## src/rtl/lpht_pkg.sv

```systemverilog
// Package for the linear probe hash table unit: field widths, command,
// result and slot status codes, and the request/response structs of the modulo unit.
// No dependencies.
package lpht_pkg;

    localparam int KEY_W      = 31;
    localparam int TS_W       = 5;
    localparam int SLOT_OUT_W = 4;
    localparam int RC_W       = 2;

    typedef enum logic [0:0] {
        CMD_INSERT = 1'b0,
        CMD_REMOVE = 1'b1
    } cmd_t;

    typedef enum logic [RC_W-1:0] {
        RC_INSERTED = 2'd0,
        RC_FULL     = 2'd1,
        RC_REMOVED  = 2'd2,
        RC_MISSING  = 2'd3
    } result_code_t;

    typedef enum logic [1:0] {
        ST_EMPTY = 2'd0,
        ST_USED  = 2'd1,
        ST_GONE  = 2'd2
    } slot_status_t;

    typedef struct packed {
        logic             start;
        logic [KEY_W-1:0] dividend;
        logic [TS_W-1:0]  divisor;
    } div_req_t;

    typedef struct packed {
        logic            done;
        logic [TS_W-1:0] remainder;
    } div_rsp_t;

endpackage

```

## src/rtl/linear_probe_hash_table_unit.sv

```systemverilog
// Linear probe hash table unit: accepts one insert/remove beat, returns one result beat.
// Each request runs the serial modulo, then probes from the home slot, one probe per cycle,
// using 1 .. live table size probes; a new input beat is taken only once the result is emitted.
// Reset: table size 11, all slot status empty, no result pending. Slot keys are not reset.
// Depends on lpht_pkg and lpht_mod_unit.
module linear_probe_hash_table_unit #(
    parameter int CAPACITY = 16
) (
    input  logic                        clk,
    input  logic                        rst_n,
    // configuration: table size
    input  logic                        cfg_wr_en,
    input  logic [lpht_pkg::TS_W-1:0]   cfg_wr_data,
    // input beat
    input  logic                        s_tvalid,
    output logic                        s_tready,
    input  logic [31:0]                 s_tdata,    // [30:0] key, [31] zero
    input  logic [0:0]                  s_tuser,    // [0] cmd
    // result beat
    output logic                        m_tvalid,
    input  logic                        m_tready,
    output logic [7:0]                  m_tdata,    // [3:0] slot, [7:4] zero
    output logic [lpht_pkg::RC_W-1:0]   m_tuser     // [1:0] result_code
);
    import lpht_pkg::*;

    // A 5-bit table size never reaches past slot 30, so only that many slots get storage.
    localparam int MAX_TS     = (1 << TS_W) - 1;
    localparam int USED_SLOTS = (CAPACITY < MAX_TS) ? CAPACITY : MAX_TS;
    localparam int SLOT_W     = $clog2(USED_SLOTS);
    localparam int N_W        = $clog2(USED_SLOTS + 1);

    typedef enum logic [1:0] {
        S_IDLE,
        S_MODULO,
        S_PROBE,
        S_EMIT
    } state_t;

    state_t                 state_reg;
    logic [TS_W-1:0]        table_size_reg;
    cmd_t                   cmd_reg;
    logic [KEY_W-1:0]       key_reg;

    // probe pipeline: read stage addresses the key store, check stage compares
    logic [SLOT_W-1:0]      rd_addr_reg;
    logic [N_W-1:0]         issue_cnt_reg;
    logic [SLOT_W-1:0]      chk_addr_reg;
    logic                   chk_valid_reg;
    logic                   chk_last_reg;
    logic [KEY_W-1:0]       key_q_reg;

    slot_status_t           status_reg [USED_SLOTS];
    logic [KEY_W-1:0]       slot_keys  [USED_SLOTS];

    result_code_t           rc_reg;
    logic [SLOT_OUT_W-1:0]  res_slot_reg;
    logic                   m_tvalid_reg;
    result_code_t           m_rc_reg;
    logic [SLOT_OUT_W-1:0]  m_slot_reg;

    logic [N_W-1:0]         n_live;
    logic                   accept;
    logic                   hit;
    logic                   key_wr_en;
    slot_status_t           chk_status;
    div_req_t               div_req;
    div_rsp_t               div_rsp;

    // Live size: zero behaves as one, anything past the storage saturates.
    always_comb
    begin
        if (table_size_reg == '0)
        begin
            n_live = N_W'(1);
        end
        else if ({1'b0, table_size_reg} > (TS_W + 1)'(USED_SLOTS))
        begin
            n_live = N_W'(USED_SLOTS);
        end
        else
        begin
            n_live = N_W'(table_size_reg);
        end
    end

    assign s_tready = (state_reg == S_IDLE);
    assign accept   = s_tvalid && s_tready;

    assign div_req.start    = accept;
    assign div_req.dividend = s_tdata[KEY_W-1:0];
    assign div_req.divisor  = TS_W'(n_live);

    lpht_mod_unit u_mod (
        .clk   (clk),
        .rst_n (rst_n),
        .req   (div_req),
        .rsp   (div_rsp)
    );

    // Insert takes any slot not in use; remove needs an occupied slot holding the key.
    assign chk_status = status_reg[chk_addr_reg];
    always_comb
    begin
        if (cmd_reg == CMD_INSERT)
        begin
            hit = (chk_status != ST_USED);
        end
        else
        begin
            hit = (chk_status == ST_USED) && (key_q_reg == key_reg);
        end
    end

    assign key_wr_en = (state_reg == S_PROBE) && chk_valid_reg && hit &&
                       (cmd_reg == CMD_INSERT);

    // Key store: one write port at the check address, one registered read port.
    always_ff @(posedge clk)
    begin
        if (key_wr_en)
        begin
            slot_keys[chk_addr_reg] <= key_reg;
        end
        key_q_reg <= slot_keys[rd_addr_reg];
    end

    always_ff @(posedge clk or negedge rst_n)
    begin
        if (!rst_n)
        begin
            state_reg      <= S_IDLE;
            table_size_reg <= TS_W'(11);
            cmd_reg        <= CMD_INSERT;
            key_reg        <= '0;
            rd_addr_reg    <= '0;
            issue_cnt_reg  <= '0;
            chk_addr_reg   <= '0;
            chk_valid_reg  <= 1'b0;
            chk_last_reg   <= 1'b0;
            rc_reg         <= RC_INSERTED;
            res_slot_reg   <= '0;
            m_tvalid_reg   <= 1'b0;
            m_rc_reg       <= RC_INSERTED;
            m_slot_reg     <= '0;
            for (int i = 0; i < USED_SLOTS; i++)
            begin
                status_reg[i] <= ST_EMPTY;
            end
        end
        else
        begin
            if (cfg_wr_en)
            begin
                table_size_reg <= cfg_wr_data;
            end

            // drop the result beat once taken, unless a new one replaces it
            if (m_tvalid_reg && m_tready && (state_reg != S_EMIT))
            begin
                m_tvalid_reg <= 1'b0;
            end

            unique case (state_reg)
                S_IDLE:
                begin
                    if (accept)
                    begin
                        cmd_reg   <= cmd_t'(s_tuser[0]);
                        key_reg   <= s_tdata[KEY_W-1:0];
                        state_reg <= S_MODULO;
                    end
                end

                S_MODULO:
                begin
                    // start probing at the home slot
                    if (div_rsp.done)
                    begin
                        rd_addr_reg   <= SLOT_W'(div_rsp.remainder);
                        issue_cnt_reg <= '0;
                        chk_valid_reg <= 1'b0;
                        state_reg     <= S_PROBE;
                    end
                end

                S_PROBE:
                begin
                    if (chk_valid_reg && (hit || chk_last_reg))
                    begin
                        chk_valid_reg <= 1'b0;
                        state_reg     <= S_EMIT;
                        if (hit)
                        begin
                            status_reg[chk_addr_reg] <= (cmd_reg == CMD_INSERT) ?
                                                        ST_USED : ST_GONE;
                            rc_reg       <= (cmd_reg == CMD_INSERT) ? RC_INSERTED : RC_REMOVED;
                            res_slot_reg <= SLOT_OUT_W'(chk_addr_reg);
                        end
                        else
                        begin
                            rc_reg       <= (cmd_reg == CMD_INSERT) ? RC_FULL : RC_MISSING;
                            res_slot_reg <= '0;
                        end
                    end
                    else if (issue_cnt_reg < n_live)
                    begin
                        // advance the read stage, wrapping at the live size
                        chk_addr_reg  <= rd_addr_reg;
                        chk_valid_reg <= 1'b1;
                        chk_last_reg  <= (issue_cnt_reg == n_live - 1'b1);
                        issue_cnt_reg <= issue_cnt_reg + 1'b1;
                        if (N_W'(rd_addr_reg) == n_live - 1'b1)
                        begin
                            rd_addr_reg <= '0;
                        end
                        else
                        begin
                            rd_addr_reg <= rd_addr_reg + 1'b1;
                        end
                    end
                    else
                    begin
                        chk_valid_reg <= 1'b0;
                    end
                end

                S_EMIT:
                begin
                    // hold until the output register is free
                    if (!m_tvalid_reg || m_tready)
                    begin
                        m_tvalid_reg <= 1'b1;
                        m_rc_reg     <= rc_reg;
                        m_slot_reg   <= res_slot_reg;
                        state_reg    <= S_IDLE;
                    end
                end

                default:
                begin
                    state_reg <= S_IDLE;
                end
            endcase
        end
    end

    assign m_tvalid = m_tvalid_reg;
    assign m_tdata  = {{(8 - SLOT_OUT_W){1'b0}}, m_slot_reg};
    assign m_tuser  = m_rc_reg;

endmodule

```

## src/rtl/lpht_mod_unit.sv

```systemverilog
// Serial restoring modulo unit: key mod table size, two dividend bits per cycle.
// Depends on lpht_pkg.
module lpht_mod_unit (
    input  logic              clk,
    input  logic              rst_n,
    input  lpht_pkg::div_req_t req,
    output lpht_pkg::div_rsp_t rsp
);
    import lpht_pkg::*;

    localparam int SH_W  = KEY_W + 1;
    localparam int STEPS = SH_W / 2;
    localparam int CNT_W = $clog2(STEPS);

    logic [SH_W-1:0]  shift_reg;
    logic [TS_W-1:0]  divisor_reg;
    logic [TS_W-1:0]  rem_reg;
    logic [CNT_W-1:0] cnt_reg;
    logic             busy_reg;
    logic             done_reg;
    logic [TS_W-1:0]  rem_one;
    logic [TS_W-1:0]  rem_two;

    // one restoring step: shift in a bit, subtract the divisor if it fits
    function automatic logic [TS_W-1:0] rem_step(input logic [TS_W-1:0] r,
                                                 input logic b,
                                                 input logic [TS_W-1:0] d);
        logic [TS_W:0] t;
        t = {r, b};
        if (t >= {1'b0, d})
        begin
            t = t - {1'b0, d};
        end
        return t[TS_W-1:0];
    endfunction

    assign rem_one = rem_step(rem_reg, shift_reg[SH_W-1], divisor_reg);
    assign rem_two = rem_step(rem_one, shift_reg[SH_W-2], divisor_reg);

    always_ff @(posedge clk or negedge rst_n)
    begin
        if (!rst_n)
        begin
            shift_reg   <= '0;
            divisor_reg <= '0;
            rem_reg     <= '0;
            cnt_reg     <= '0;
            busy_reg    <= 1'b0;
            done_reg    <= 1'b0;
        end
        else
        begin
            done_reg <= 1'b0;
            if (req.start)
            begin
                shift_reg   <= {1'b0, req.dividend};
                divisor_reg <= req.divisor;
                rem_reg     <= '0;
                cnt_reg     <= '0;
                busy_reg    <= 1'b1;
            end
            else if (busy_reg)
            begin
                rem_reg   <= rem_two;
                shift_reg <= {shift_reg[SH_W-3:0], 2'b00};
                cnt_reg   <= cnt_reg + 1'b1;
                if (cnt_reg == CNT_W'(STEPS - 1))
                begin
                    busy_reg <= 1'b0;
                    done_reg <= 1'b1;
                end
            end
        end
    end

    assign rsp.done      = done_reg;
    assign rsp.remainder = rem_reg;

endmodule

```

## config.mk

```make
export PLATFORM = sky130hd
export DESIGN_NAME = linear_probe_hash_table_unit
export DESIGN_NICKNAME = d
export VERILOG_FILES = /design/src/rtl/lpht_pkg.sv /design/src/rtl/linear_probe_hash_table_unit.sv /design/src/rtl/lpht_mod_unit.sv
export SDC_FILE = /design/constraint.sdc
export NUM_CORES = 1
export LEC_CHECK = 0
export BUFFER_PORTS_ARGS = -buffer_cell sky130_fd_sc_hd__clkbuf_2
export CORE_UTILIZATION = 56
export CTS_BUF_LIST = sky130_fd_sc_hd__clkbuf_16
export DETAILED_ROUTE_END_ITERATION = 16
export PLACE_DENSITY = 0.75
export SYNTH_ARGS = -nofsm -noshare
export SYNTH_HDL_FRONTEND = slang
export SYNTH_HIERARCHICAL = 1
export SYNTH_SLANG_ARGS = --single-unit
```

## constraint.sdc

```tcl
create_clock -name clk -period 5.44 [get_ports clk]
set_clock_uncertainty 0.15 [all_clocks]
set_input_delay 0.816 -clock clk [delete_from_list [all_inputs] [get_ports clk]]
set_output_delay 0.816 -clock clk [all_outputs]
set_load 0.02 [all_outputs]
```

# == After elaboration in Yosys (flattened, before gate mapping) ==
# Memory sizes are Yosys's and may differ from the RTL's. A register that Yosys moved wholly into a read port is not among the register bits.
# Cells that the tools add are included.
# op_classes
n_eq_ne,16
muxes,51
bitwise,3
n_lt_le_gt_ge,6
n_reduce_logical,24
n_addsub,6
# op_table
operator,n
two-way mux 32 bit,2
two-way mux 5 bit,9
bitwise mux 32 bit,1
== test 31 bit,1
two-way mux 4 bit,7
two-way mux 2 bit,11
two-way mux 1 bit,15
>= comparator 6 x 5 -> 1 bit,2
!= test 2 x 1 -> 1 bit (second input constant),5
one-hot mux 5 bit (2 select lines),1
subtractor 5 bit,2
logical AND 1 bit,9
adder 4 x 1 -> 4 bit (second input constant),2
binary-select mux 2 bit (select 4 bit),1
demux 2 bit (select 4 bit),1
one-hot mux 2 bit (4 select lines),1
one-hot mux 4 bit (2 select lines),1
AND reduction 2 bit,4
AND reduction 4 bit,2
!= test 2 bit (second input constant),3
AND reduction 3 bit,2
adder 5 x 1 -> 5 bit (second input constant),1
== test 4 x 5 -> 1 bit,1
== test 5 bit,1
16 further kinds,21
# totals
mem_bits_rw,496
ff_bits,147
output_inout_bits,12
elab_cells,143
in_bits,43
mem_count,1
# memory_table
name,words,width,rd,rd_clocked_by_memory_dff,write_ports,line_no,rtl
slot_keys,16,31,1,1,1,linear_probe_hash_table_unit.sv:54,logic [KEY_W-1:0] slot_keys [USED_SLOTS];

# == Logic depth before layout (Yosys ltp) ==
# Gate-level depths: netlist of run 1.
# depth
word_depth,11
mapped_depth,16
mapped_depth_nobuf,15

# == Cells and area by module ==
# The synthesis of run 1 kept the hierarchy.
# by_module_without_submodules
mod,instances,cells_each,area_each_um2,seq_area_each_um2
linear_probe_hash_table_unit,1,1171,24522.3,17996.0
lpht_mod_unit,1,251,2526.2,1201.2

# == Least setup slack after synthesis of run 1 ==
# Ideal clock, no wire load.
# synth_path
path_kind,register to register
startpoint,register chk_addr_reg[0]
endpoint,"memory slot_keys[14][0], enable pin"
path_slack_ps,-161
period_less_slack_ps,5601
t_arrival_ps,4954
setup_time_ps,497
n_path_buf,2
required_time_ps,4793
stages_incl_launch_ff,10
path_cell_list,dfrtp_1 buf_6 mux4_2 a22o_1 nor2_2 and2_4 a31o_1 buf_4 nand2_1 nor4_1
# synth_via
elab_chain_len,11
elab_cells_between_ends,12
cone_classes,eq/ne (2); mux (6); bitwise (1); reduce/logical (3)
# synth_lines
element,line_no,rtl
"start, declared",linear_probe_hash_table_unit.sv:48,logic [SLOT_W-1:0] chk_addr_reg;
"start signal, assigned",linear_probe_hash_table_unit.sv:209,chk_addr_reg <= rd_addr_reg;
NOT 4 -> 5 bit (implied by the code),linear_probe_hash_table_unit.sv:102,assign chk_status = status_reg[chk_addr_reg];
binary-select mux 2 bit (select 4 bit),linear_probe_hash_table_unit.sv:102,
two-way mux 2 bit (implied by the code) (2 in series),linear_probe_hash_table_unit.sv:102,
== test 2 x 1 -> 1 bit,linear_probe_hash_table_unit.sv:111,hit = (chk_status == ST_USED) && (key_q_reg == key_reg);
logical AND 1 bit,linear_probe_hash_table_unit.sv:111,
two-way mux 1 bit,linear_probe_hash_table_unit.sv:105,if (cmd_reg == CMD_INSERT)
logical AND 1 bit (2 in series),linear_probe_hash_table_unit.sv:115,assign key_wr_en = (state_reg == S_PROBE) && chk_valid_reg && hit &&
two-way mux 1 bit,linear_probe_hash_table_unit.sv:121,if (key_wr_en)
two-way mux 1 bit (implied by the code),linear_probe_hash_table_unit.sv:123,slot_keys[chk_addr_reg] <= key_reg;
"end, declared",linear_probe_hash_table_unit.sv:54,
# Several ways; a longest one is shown, not always the timed one. The select of a mux whose other input is x is not followed.

# == Worst setup path after layout of run 1 ==
# layout_path
startpoint,register chk_addr_reg[0]
endpoint,"memory slot_keys[3][15], enable pin"
# The elaborated chain is that of the path after synthesis.

==> results of run 1 <==
## power by group
| group | internal (mW) | total [mW] | switching [mW] |
|---|---|---|---|
| combinational | 2.31 | 4.69 | 2.37 |
| clock | 2.44 | 4.35 | 1.91 |
| sequential | 6.70 | 7.66 | 0.957 |
## kinds of logic (layout without fill, tap and decap cells)
group           after synthesis  in the layout
flops                       674            674
mux                         282            282
simple gates                176            176
buf+inv                     114            246
compound gates              101            101
xor+xnor                     49             49
fa+ha+maj                    25             25
other cells                   1              4
## per-layer routing
metal  share of wire (%)  global-route usage, %  up-vias
met4                 2.1                   7.50        0
met1                  40                   34.1     7172
li1                    -                      -     5800
met3                 8.3                   4.56       79
met5                   0                      0        -
met2                  49                   38.4      605
## worst paths after layout
check,slack [ps],from,endpoint,cells after the start
setup / recovery,1290,chk_addr_reg[0]$_DFFE_PN0P_,slot_keys[3][15]$_DFFE_PP_,9
hold / removal,160,rst_n,m_slot_reg[3]$_DFFE_PN0P_,1
min in group clk,280,cfg_wr_data[4],table_size_reg[4]$_DFFE_PN0P_,3
setup reg to reg,1290,chk_addr_reg[0]$_DFFE_PN0P_,slot_keys[3][15]$_DFFE_PP_,9
max in group asynchronous,3860,rst_n,u_mod/busy_reg$_DFF_PN0_,2
hold reg to reg,340,status_reg[24]$_DFFE_PN0P_,status_reg[24]$_DFFE_PN0P_,1
## cell type report
cell class              count  area, um^2  share of cell area [%]
clock inverters            55         328                    1.08
well taps                 615         769                    2.54
repair buffers             81         567                    1.87
clock buffers              70        1750                    5.79
inverters                  40         150                   0.496
multi-input cells         637        7490                    24.8
flip-flops and latches    674       19200                    63.5
## worst max-delay path: stages, from the launching register on
cell	delay [ps]
dfrtp_1	830
mux4_2	610
a22o_1	270
nor2_2	130
and2_4	190
a31o_1	380
buf_4	280
nand4_1	240
nor2_4	160
buf_4	530
## through the flow
step | worst slack (ps) | power, mW | hold WS (ps) | util (%) | instances
6_report | 1290 | 16.7 | 160 | 63.5 | 2172
4_1_cts | 1230 | 16.8 | 219 | 63.5 | 2172
3_3_place_gp | 1330 | 12.3 | 319 | 59.2 | 2047
2_1_floorplan | -161 | 11.1 | 301 | - | 1425
3_5_place_dp | 1250 | 12.5 | 321 | 59.2 | 2047
5_1_grt | 1070 | 17.5 | 251 | 63.5 | 2172
## layout by cell type (no fill, tap or decap), types with 4 or more instances in the layout
master,netlist,layout
nand4_1,25,25
a22o_1,8,8
dfxtp_1,31,31
nand4_2,8,8
nor3_1,4,4
o2bb2ai_1,6,6
o21ai_0,42,42
conb_1,1,4
nor4_1,9,5
nor2b_1,12,11
dfrtp_1,144,138
nand3_1,6,6
xnor2_1,41,41
nor2_4,0,11
buf_4,6,26
a21o_1,6,6
clkbuf_16,0,70
mux2i_1,49,49
mux2_2,46,46
a21oi_1,9,9
clkinv_2,0,11
edfxtp_1,496,496
buf_12,0,6
clkbuf_2,0,48
nor4_2,0,4
nand2_1,57,56
ha_1,23,23
inv_1,40,59
nand2b_1,8,8
nor2_1,27,16
xor2_1,8,8
mux2_1,23,23
clkinv_1,0,14
mux4_2,163,163
dfrtp_2,0,4
==> flow_metrics.env, run 1 <==
export IMPL_p_leak_nw=10.8
export IMPL_core_um2=47600
export IMPL_criticalPathCategory="flip-flop to flip-flop"
export IMPL_cts_resized=0
export IMPL_yosys_cell_types_count=70
export IMPL_post_route_drc_count=0
export IMPL_synth_mux_area_share_pct=18.3
export IMPL_hold_buffers=0
export IMPL_ys_warn_count=6
export IMPL_required_ps=5510
export IMPL_cp_start_kind="flip-flop"
export IMPL_wl_per_cell_um=26.3
export IMPL_synthCells=1422
export IMPL_rows=80
export IMPL_htreeDepth=3
export IMPL_synth_async_reset_ratio_pct=21.8
export IMPL_grt_antenna_before_repair=0
export IMPL_initial_utilization_pct=56.8
export IMPL_fin_tns_setup_ps=0
export IMPL_final_max_slew_violation_count=0
export IMPL_grt_pass1_wl_um=86700
export IMPL_cts_root_buf="clkbuf_16"
export IMPL_routed_wl_um=57100
export IMPL_synth_top_family_by_area="multiplexers"
export IMPL_fin_nets=1570
export IMPL_fin_crit_sh_pct=76.3
export IMPL_hold_violations=0
export IMPL_hold_path_class="input port to asynchronous set/reset pin"
export IMPL_worstPathMaxFanout=31
export IMPL_synth_compound_area_share_pct=2.59
export IMPL_finalSetupViolations=0
export IMPL_stdcell_area_um2=30300
export IMPL_gp_congestion=0.815
export IMPL_finalWorstPathRequiredPeriod_ps=4150
export IMPL_fmax_ghz=0.241
export IMPL_drive_gt1_share_pct=27.6
export IMPL_grt_overflow=0
export IMPL_synth_edf_count=496
export IMPL_synth_area_um2=27000
export IMPL_synth_ff_type="edfxtp_1"
export IMPL_drt_iter0_drc=1494
export IMPL_endpoint_kind="flip-flop"
export IMPL_ys_seq_area_share_pct=71.0
export IMPL_clkSlewWorstSetupHoldPaths_ps=60
export IMPL_synth_simple_area_share_pct=3.52
export IMPL_antennaDiodeCount=0
export IMPL_synthAdderAreaFrac_pct=1.21
export IMPL_rsz0062_at_grt="false"
export IMPL_syn_area_per_cell_um2=19.0
export IMPL_dp_hpwl_um=30700
export IMPL_synth_top_cell_by_area="edfxtp_1"
export IMPL_vdd_drop_max_mv=0.391
export IMPL_grt_max_degree=130
export IMPL_die_w_um=222
export IMPL_fillCellCount=3198
export IMPL_cts_tree="yes"
export IMPL_worst_slew_pin_slew_ps=1160
export IMPL_syn2layout_area_growth_pct=11.9
export IMPL_max_slew_margin_pct=21.7
export IMPL_dieArea_um2=49200
export IMPL_maxCapViolCount=0
export IMPL_synth_most_common_cell="edfxtp_1"
export IMPL_critical_path_arrival_ps=4230
export IMPL_detailedRoute_firstPassIterationCount=5
export IMPL_synthXorXnorAreaFrac_pct=1.59
export IMPL_place_area_um2=28200
export IMPL_drt_vias_per_instance=6.29
export IMPL_clkSinkCount=674
export IMPL_cts_buffers=68
export IMPL_largest_reg_flops=496
export IMPL_vias=13700
export IMPL_ys_ff_latch=674
export IMPL_ios=55
export IMPL_grt_pass1_vias=13900
export IMPL_cts_setup_buffers=0
export IMPL_clk_latency_ps=600
export IMPL_dieHeight_um=222
export IMPL_grt_total_usage_pct=24.1
export IMPL_clockBufferDepth=3
export IMPL_drtAntennaViolNets=0
export IMPL_portBuffers=49
export IMPL_yosys_top_cells_count="edfxtp_1 (496), mux4_2 (163), dfrtp_1 (144)"
export IMPL_power_density_nw_per_um2=551
export IMPL_synth_top_cell_area_share_pct=55.1
export IMPL_ys_top_cells_by_area="edfxtp_1 (55%), mux4_2 (14%), dfrtp_1 (13%)"
export IMPL_status="complete, no violations"
Note: power is estimated with default switching activity, not from simulation.
==> run 2, diff against run 1 <==
==> constraint.sdc (replaced) <==
create_clock -name clk -period 3.7 [get_ports clk]
set_clock_uncertainty 0.15 [all_clocks]
set_input_delay 0.555 -clock clk [delete_from_list [all_inputs] [get_ports clk]]
set_output_delay 0.555 -clock clk [all_outputs]
set_load 0.02 [all_outputs]
==> run 2 against run 1 <==
Net effect: flip-flop and latch count unchanged; sequential share of layout area fell by 1.7 points; final area is 2.7% higher; clock-buffer cell count unchanged; critical path depth grew 5; critical path type unchanged.
==> flow_metrics.env, run 2 (synthesized netlist as in run 1, its figures left out) <==
export IMPL_criticalPathCategory="flip-flop to flip-flop"
export IMPL_worstPathCellList="inv_1 -> ha_1 -> inv_1 -> fa_2 -> a21oi_2 -> nor2_1 -> nor2_2 -> mux2_2 -> fa_1 -> nor2b_1 -> o21ai_0 -> and3_1 -> o221a_4 -> a221o_1"
export IMPL_syn2layout_area_growth_pct=14.9
export IMPL_max_slew_margin_pct=41.0
export IMPL_grt_antenna_before_repair=0
export IMPL_grt_pass1_wl_um=89900
export IMPL_final_max_slew_violation_count=0
export IMPL_finalWorstPathRequiredPeriod_ps=3530
export IMPL_clk_latency_ps=600
export IMPL_p_sw_mw=8.01
export IMPL_power_internal_mw=17.3
export IMPL_die_w_um=222
export IMPL_core_um2=47600
export IMPL_vdd_drop_max_mv=0.620
export IMPL_grt_overflow=0
export IMPL_cts_tree="yes"
export IMPL_grt_max_degree=72
export IMPL_htreeDepth=3
export IMPL_clkSlewWorstSetupHoldPaths_ps=60
export IMPL_fmax_ghz=0.283
export IMPL_wl_per_cell_um=26.6
export IMPL_dr_wl_met3_um=3870
export IMPL_top_layer_used="met4"
export IMPL_antennaDiodeCount=0
export IMPL_drive_gt1_share_pct=30.4
export IMPL_fin_nets=1626
export IMPL_hold_violations=0
export IMPL_cpMostUsedCell="inv_1"
export IMPL_dieArea_um2=49200
export IMPL_routed_wl_um=59300
export IMPL_grt_total_usage_pct=25.0
export IMPL_placedCellCount=2103
export IMPL_switching_share_pct=31.7
export IMPL_wl_met2_um=29900
export IMPL_initial_utilization_pct=56.8
export IMPL_dp_hpwl_um=34100
export IMPL_p_seq_share_pct=44.2
export IMPL_cp_slowest_cell="fa_1"
export IMPL_p_clk_share_pct=25.8
export IMPL_rows=80
export IMPL_gp_congestion=0.811
export IMPL_max_stage_delay_ps=420
export IMPL_required_ps=4030
export IMPL_vias=13900
export IMPL_fin_tns_setup_ps=0
export IMPL_largest_reg_flops=496
export IMPL_hold_path_class="input port to flip-flop"
export IMPL_stdcell_count=2227
export IMPL_status="complete, no violations"
export IMPL_clkSinkCount=674
export IMPL_worstPathMaxFanout=7
export IMPL_drt_vias_per_instance=6.26
export IMPL_detailedRoute_firstPassIterationCount=5
export IMPL_cts_setup_buffers=0
export IMPL_final_common_cell="edfxtp_1"
export IMPL_dieHeight_um=222
export IMPL_ios=55
export IMPL_cts_root_buf="clkbuf_16"
export IMPL_clockBufferDepth=3
export IMPL_cts_buffers=67
export IMPL_drt_met1_wl_um=23800
export IMPL_fin_crit_sh_pct=95.4
export IMPL_p_leak_nw=11.2
export IMPL_drt_iter0_drc=1308
export IMPL_critical_path_arrival_ps=3860
export IMPL_pwr_share_comb_pct=30.1
export IMPL_power_density_nw_per_um2=814
export IMPL_endpoint_kind="flip-flop"
export IMPL_cp_start_kind="flip-flop"
export IMPL_final_cell_mix="edfxtp_1 (496), mux4_2 (163), dfrtp_1 (138), clkbuf_16 (70), buf_4 (60)"
export IMPL_finalSetupViolations=0
export IMPL_maxCapViolCount=0
export IMPL_worst_slew_pin_slew_ps=886
export IMPL_portBuffers=49
export IMPL_grt_pass1_vias=14500
export IMPL_drtAntennaViolNets=0
export IMPL_post_route_drc_count=0
==> run 2: cell types whose count changed in the layout (fill, tap and decap cells not counted), sizes merged <==
| cell | before | now |
|---|---|---|
| bufinv | 2 | 4 |
| clkinvlp | 3 | 1 |
| inv | 63 | 61 |
| dlygate4sd3 | 0 | 1 |
| buf | 33 | 89 |
==> run 2: repair_timing <==
item | 4_1_cts | 5_1_grt
hold endpoints to repair | 66 | 0
endpoints found under the setup margin | 0 | 5
gates resized for setup | 0 | 5
hold buffers | 1 | 0
==> run 2: cell type report <==
type	count	area [um^2]
repair buffers	138	1270
flip-flops and latches	674	19200
multi-input cells	637	7560
well taps	615	769
fillers	3120	16600
inverters	40	150
clock inverters	53	369
clock buffers	70	1750
==> run 2: through the flow <==
step / power [mW] / area, um^2 / hold WS (ps) / setup WS, ps / utilization, %
detailed placement: 18.8 / 28900 / 328 / 72.2 / 60.7
CTS: 25.3 / 31100 / 6.35 / 51.0 / 65.2
global route: 26.4 / 31100 / 32.3 / -6.13 / 65.2
global placement: 18.5 / 28900 / 318 / 80.7 / 60.7
finish: 25.3 / 31100 / 26.1 / 170 / 65.2
floorplan: 16.4 / 27100 / 109 / -651 / -
==> run 2: critical path: cells and delay by family (launching register included) <==
kind / cells / cell delay, ps
fa+ha+maj: 3 / 960
compound gates: 4 / 850
simple gates: 4 / 560
mux: 1 / 390
flops: 1 / 370
buf+inv: 2 / 140
==> run 2: final timing paths <==
path	slack, ps	cells past startpoint	end	start
hold reg to reg	340	1	rc_reg[1]$_DFFE_PN0P_	rc_reg[1]$_DFFE_PN0P_
min in group asynchronous	410	2	m_tuser[1]$_DFFE_PN0P_	rst_n
setup / recovery	170	14	u_mod/rem_reg[1]$_DFFE_PN0P_	u_mod/shift_reg[31]$_DFFE_PN0P_
max in group asynchronous	2160	3	key_reg[18]$_DFFE_PN0P_	rst_n
setup reg to reg	170	14	u_mod/rem_reg[1]$_DFFE_PN0P_	u_mod/shift_reg[31]$_DFFE_PN0P_
hold / removal	30	3	table_size_reg[4]$_DFFE_PN0P_	cfg_wr_data[4]
==> run 2: power by group through the flow <==
stage               sequential (mW)  clock (mW)  combinational, mW
floorplan                      10.8           0               5.59
global placement               11.3           0               7.20
detailed placement             11.3           0               7.43
CTS                            11.2        6.62               7.51
global route                   11.3        6.90               8.22
finish                         11.2        6.52               7.61
==> run 2: layer usage <==
layer	up-vias	GRT usage, %
met5	-	0
met4	0	9.07
met3	124	4.24
met2	524	40.9
met1	7344	34.2
li1	5938	-
